==> config.mk <==
export PLATFORM = sky130hd
export DESIGN_NAME = ils_ctrl
export DESIGN_NICKNAME = d
export VERILOG_FILES = /design/src/hw/rtl/ils_pkg.sv /design/src/hw/rtl/ils_ctrl.sv
export VERILOG_INCLUDE_DIRS = /design/src /design/src/hw/rtl
export SDC_FILE = /design/constraint.sdc
export NUM_CORES = 1
export LEC_CHECK = 0
export BUFFER_PORTS_ARGS = -buffer_cell sky130_fd_sc_hd__buf_2
export CAP_MARGIN = 20
export CORE_AREA = 2 2 39 41
export DETAILED_ROUTE_END_ITERATION = 12
export DIE_AREA = 0 0 41 43
export HOLD_SLACK_MARGIN = 0.02
export PLACE_DENSITY = 0.48
export SYNTH_ARGS = -nofsm -noshare
export SYNTH_HDL_FRONTEND = slang
export SYNTH_SLANG_ARGS = --single-unit
==> constraint.sdc <==
create_clock -name clk_i -period 1.52 [get_ports clk_i]
set_input_delay 0.076 -clock clk_i [delete_from_list [all_inputs] [get_ports clk_i]]
set_output_delay 0.076 -clock clk_i [all_outputs]
set_load 0.01 [all_outputs]
==> src/hw/rtl/ising_lattice_spin_update_assert.svh <==
// assertion macros shared by the spin update block
`ifndef ISING_LATTICE_SPIN_UPDATE_ASSERT_SVH
`define ISING_LATTICE_SPIN_UPDATE_ASSERT_SVH

// same-cycle implication
`define ILS_ASSERT_IMPL(lbl, ante, cons, msg) \
  lbl: assert property (@(posedge clk_i) disable iff (!rst_ni) (ante) |-> (cons)) \
    else $error(msg);

// next-cycle implication
`define ILS_ASSERT_NEXT(lbl, ante, cons, msg) \
  lbl: assert property (@(posedge clk_i) disable iff (!rst_ni) (ante) |=> (cons)) \
    else $error(msg);

`endif

==> src/hw/rtl/ils_pkg.sv <==
// types, codes and constants of the spin update block
package ils_pkg;

  localparam int MaxSideDefault = 64;

  localparam logic [1:0] OpLoad   = 2'd0;
  localparam logic [1:0] OpUpdate = 2'd1;
  localparam logic [1:0] OpRead   = 2'd2;

  localparam logic [1:0] CfgCoupling = 2'd0;
  localparam logic [1:0] CfgBias     = 2'd1;
  localparam logic [1:0] CfgSide     = 2'd2;

  localparam logic [15:0] CouplingReset = 16'd4096;
  localparam logic [15:0] BiasReset     = 16'd0;
  localparam logic [6:0]  SideReset     = 7'd64;

  localparam logic [3:0] ExpLastStep = 4'd15;

  typedef enum logic [1:0] {
    NbMid,
    NbUp,
    NbDn
  } nb_sel_e;

  typedef enum logic [2:0] {
    StIdle,
    StRdMid,
    StRdUp,
    StRdDn,
    StCapDn,
    StCalc,
    StExp,
    StDone
  } ils_state_e;

  typedef struct packed {
    logic    latch;
    logic    rd_en;
    nb_sel_e rd_sel;
    logic    cap_en;
    nb_sel_e cap_sel;
    logic    calc;
    logic    exp_en;
    logic    finish;
  } ils_cmd_t;

  typedef struct packed {
    logic exp_last;
    logic out_free;
  } ils_sts_t;

  // round(2^32 * exp(-2^(k-12)))
  function automatic logic [31:0] exp_factor(logic [3:0] k);
    logic [31:0] f;
    unique case (k)
      4'd0:  f = 32'd4293918848;
      4'd1:  f = 32'd4292870656;
      4'd2:  f = 32'd4290775039;
      4'd3:  f = 32'd4286586875;
      4'd4:  f = 32'd4278222805;
      4'd5:  f = 32'd4261543595;
      4'd6:  f = 32'd4228380000;
      4'd7:  f = 32'd4162825044;
      4'd8:  f = 32'd4034748382;
      4'd9:  f = 32'd3790295335;
      4'd10: f = 32'd3344923893;
      4'd11: f = 32'd2605029347;
      4'd12: f = 32'd1580030169;
      4'd13: f = 32'd581260615;
      4'd14: f = 32'd78665070;
      default: f = 32'd1440801;
    endcase
    return f;
  endfunction

endpackage

==> src/hw/rtl/ils_ctrl.sv <==
// sequencing state machine of the spin update block
`include "ising_lattice_spin_update_assert.svh"
module ils_ctrl (
  input  logic              clk_i,
  input  logic              rst_ni,
  input  logic              in_valid_i,
  output logic              in_ready_o,
  input  ils_pkg::ils_sts_t sts_i,
  output ils_pkg::ils_cmd_t cmd_o
);
  import ils_pkg::*;

  ils_state_e state_q, state_d;
  ils_cmd_t   cmd;

  always_ff @(posedge clk_i or negedge rst_ni) begin
    if (!rst_ni) begin
      state_q <= StIdle;
    end else begin
      state_q <= state_d;
    end
  end

  always_comb begin
    state_d     = state_q;
    cmd         = '0;
    cmd.rd_sel  = NbMid;
    cmd.cap_sel = NbMid;
    in_ready_o  = 1'b0;
    unique case (state_q)
      StIdle: begin
        in_ready_o = 1'b1;
        if (in_valid_i) begin
          cmd.latch = 1'b1;
          state_d   = StRdMid;
        end
      end
      StRdMid: begin
        cmd.rd_en  = 1'b1;
        cmd.rd_sel = NbMid;
        state_d    = StRdUp;
      end
      StRdUp: begin
        cmd.rd_en   = 1'b1;
        cmd.rd_sel  = NbUp;
        cmd.cap_en  = 1'b1;
        cmd.cap_sel = NbMid;
        state_d     = StRdDn;
      end
      StRdDn: begin
        cmd.rd_en   = 1'b1;
        cmd.rd_sel  = NbDn;
        cmd.cap_en  = 1'b1;
        cmd.cap_sel = NbUp;
        state_d     = StCapDn;
      end
      StCapDn: begin
        cmd.cap_en  = 1'b1;
        cmd.cap_sel = NbDn;
        state_d     = StCalc;
      end
      StCalc: begin
        cmd.calc = 1'b1;
        state_d  = StExp;
      end
      StExp: begin
        cmd.exp_en = 1'b1;
        if (sts_i.exp_last) begin
          state_d = StDone;
        end
      end
      StDone: begin
        if (sts_i.out_free) begin
          cmd.finish = 1'b1;
          state_d    = StIdle;
        end
      end
      default: state_d = StIdle;
    endcase
  end

  assign cmd_o = cmd;

  `ILS_ASSERT_IMPL(a_finish_free, cmd.finish, sts_i.out_free, "result written over pending one")
  `ILS_ASSERT_NEXT(a_exp_end, (state_q == StExp) && sts_i.exp_last, state_q == StDone,
                   "exponent pass did not end")

endmodule

==> out/metrics.yaml <==
grt_pass1_vias: 359
pwr-share-seq_pct: 16.8
fin_nets: 79
finalSetupViolations: 2
drtIter0Drc: 8
die_w_um: 41
p_leak_uw: 0.000290
wl_per_cell_um: 10.8
yosys-top-cells-count: "nor2_1, and2_1, ha_1"
status: "finished with violations"
critPathCaptureType: "output pin"
rows: 14
cts_tree: "yes"
hold_viol_final: 0
synth_cell_type_count: 21
path_clk_slew_ps: 40
yosysTopAreaCell: "dfrtp_1"
root_buffer: "clkbuf_4"
top_regs: "state_q x3"
fin_crit_ps: 1560
track_usage_pct: 10.6
ant_nets: 0
syn_inst: 41
coreArea_mm2: 0.00138
gp_congestion: 0.722
yosysTopAreaCellShare_pct: 22.9
power_frac_comb_pct: 73.3
max_freq_mhz: 641
violations: "setup timing"
slowest_stage: "dfrtp_2"
htree_levels: 1
slew_viol_final: 0
synth_most_common_cell: "nor2_1"
synth_edf_count: 0
timing.hold.ws_ps: 167
p_sw_uw: 614
syn_area_um2: 328
start_kind: "flop"
clock_power_share_pct: 9.9
crit_arrival_ps: 1480
drc: 0
place_worst_setup_slack_ps: 17.1
synthTopCellsByArea: "dfrtp_1, ha_1, nor2_1"
criticalPathCategory: "reg -> out"
finalCritPeriodShare_pct: 103
maxSlewHeadroom_pct: 78.7
num_vias: 391
synth_fp_nets: 50
ys_ff_latch: 3
port_buffers: 15
firstDrtPassIters: 4
crit_buf_inv: 2
grt_pass1_wl_um: 1240
syn_avg_cell_area_um2: 8.00
async_flop_share_pct: 100
largest_reg_flops: 3
synthToLayoutAreaGrowth_pct: 82.4
max-vdd-ir-drop_v: 0.00103
fin_cells: 85
antenna_found_initial: 0
fp.dieH_um: 43
diodes: 0
drive_gt1_share_pct: 68.1
totalWireLength_um: 917
yosysSeqAreaShare_pct: 22.9
worst_slack_ps: -40.3
grt_max_degree: 18
cp_num_cells: 5
path_delay_family: "flip-flops"
synth_ff_type: "dfrtp_1"
required_ps: 1440
gr-total-overflow: 0
holdCritPathClass: "in -> async"
rsz0062_at_grt: "yes"
place_hpwl_um: 574
ios: 16
dp.cells: 74
path_cells: "ha_4 > inv_4 > nor2_4 > or3_4 > buf_6"
clock_latency_ps: 230
internal_power_uw: 809
pwr_density_cell_mw_per_mm2: 2380
tightestPinTransition_ps: 317
cp_max_fo: 4
viasPerCell: 4.60
initial_core_util_pct: 23.7
cts_buffer_depth: 2
max_flop_register: "state_q"
clock-skew-final_ps: 1.25
cap_violations: 0
final_util_pct: 43.2
ff2ff_path_depth: 7
cts_sinks: 3
max_stage_delay_ps: 440
swShare_pct: 43.2
synth_warnings: 0
die_area_mm2: 0.00176
numCtsBuffers: 3
[worst reg2reg max path, delay by kind of cell (launching register included)]
kind                       cells  cell delay [ps]
AOI/OAI and AO/OA              2              210
adders and majority gates      1              190
buffers and inverters          3              270
DFF                            1              430
muxes                          1              310
[timing repair]
item | 4_1_cts | 5_1_grt
pin swaps | 2 | 5
setup buffers | 4 | 2
endpoints found under the setup margin | 2 | 6
gates resized for setup | 6 | 15
endpoints found under the hold margin | 3 | 0
hold buffers | 1 | 0
[routing by layer]
metal	part of all wire (%)	wire, µm	vias to the layer above	global-route usage, %
li1	-	-	193	-
met1	39	356	188	10.4
met2	57	524	10	18.1
met3	3.9	36	0	1.57
met4	0	0	0	8.00
met5	0	0	-	0
[cell type report]
cell class / instances / area (µm²)
fill: 153 / 786
timing repair buffer: 25 / 159
sequential: 3 / 78.8
clock buffer: 4 / 26.3
tap: 16 / 20.0
inverter: 4 / 17.5
multi-input combinational: 33 / 297
[cells by family (layout without fill, tap and decap cells)]
family	Yosys count	count (layout)	synth area share [%]
buffers and inverters	5	33	6.10
multiplexers	1	1	4.58
AO/OA/AOI/OAI	4	4	13.0
adder cells (fa/ha/maj)	4	4	15.3
AND/OR/NAND/NOR	24	24	38.2
flip-flops	3	3	22.9
[stage by stage]
step           TNS (ps)  total power, µW  area, µm²
2_1_floorplan         0              689        328
3_3_place_gp          0              939        440
3_5_place_dp          0              927        440
4_1_cts           -88.3             1190        522
5_1_grt            -214             1550        598
6_report          -43.9             1420        598
[power groups by stage]
| stage | combinational [µW] | clock (µW) | sequential (µW) |
|---|---|---|---|
| 6_report | 1040 | 141 | 239 |
| 5_1_grt | 1150 | 158 | 251 |
| 4_1_cts | 834 | 151 | 207 |
| 3_5_place_dp | 721 | 0 | 206 |
| 3_3_place_gp | 733 | 0 | 206 |
| 2_1_floorplan | 520 | 0 | 169 |
[worst paths after layout]
check                                        from                      to  slack [ps]
hold / removal                             rst_ni  state_q[1]$_DFFE_PN0P_         170
min in group clk_i                     in_valid_i  state_q[0]$_DFFE_PN0P_         250
hold reg to reg            state_q[1]$_DFFE_PN0P_  state_q[1]$_DFFE_PN0P_         600
setup reg to reg           state_q[0]$_DFFE_PN0P_  state_q[1]$_DFFE_PN0P_           0
max in group asynchronous                  rst_ni  state_q[0]$_DFFE_PN0P_        1230
setup / recovery           state_q[1]$_DFFE_PN0P_                cmd_o[5]         -40
[placed cells by master (no fill, tap or decap)]
| master | instances |
|---|---|
| o21ai_0 | 1 |
| nor2_4 | 1 |
| nor2_2 | 1 |
| ha_2 | 1 |
| nand2_1 | 2 |
| nor4_1 | 1 |
| inv_2 | 3 |
| inv_4 | 1 |
| o22ai_4 | 1 |
| a21oi_2 | 1 |
| nor2_1 | 6 |
| nor2b_1 | 1 |
| nand2b_1 | 1 |
| or3_4 | 1 |
| clkbuf_4 | 3 |
| and2_4 | 1 |
| nor4_2 | 1 |
| and3_1 | 1 |
| dfrtp_2 | 3 |
| o41ai_1 | 1 |
| ha_4 | 3 |
| dlygate4sd3_1 | 1 |
| buf_6 | 1 |
| and2_1 | 3 |
| nor3_1 | 2 |
| nand3b_1 | 1 |
| buf_2 | 14 |
| and3_2 | 1 |
| buf_4 | 9 |
| clkbuf_1 | 1 |
| mux2_4 | 1 |
Note: power is estimated with default switching activity, not from simulation.
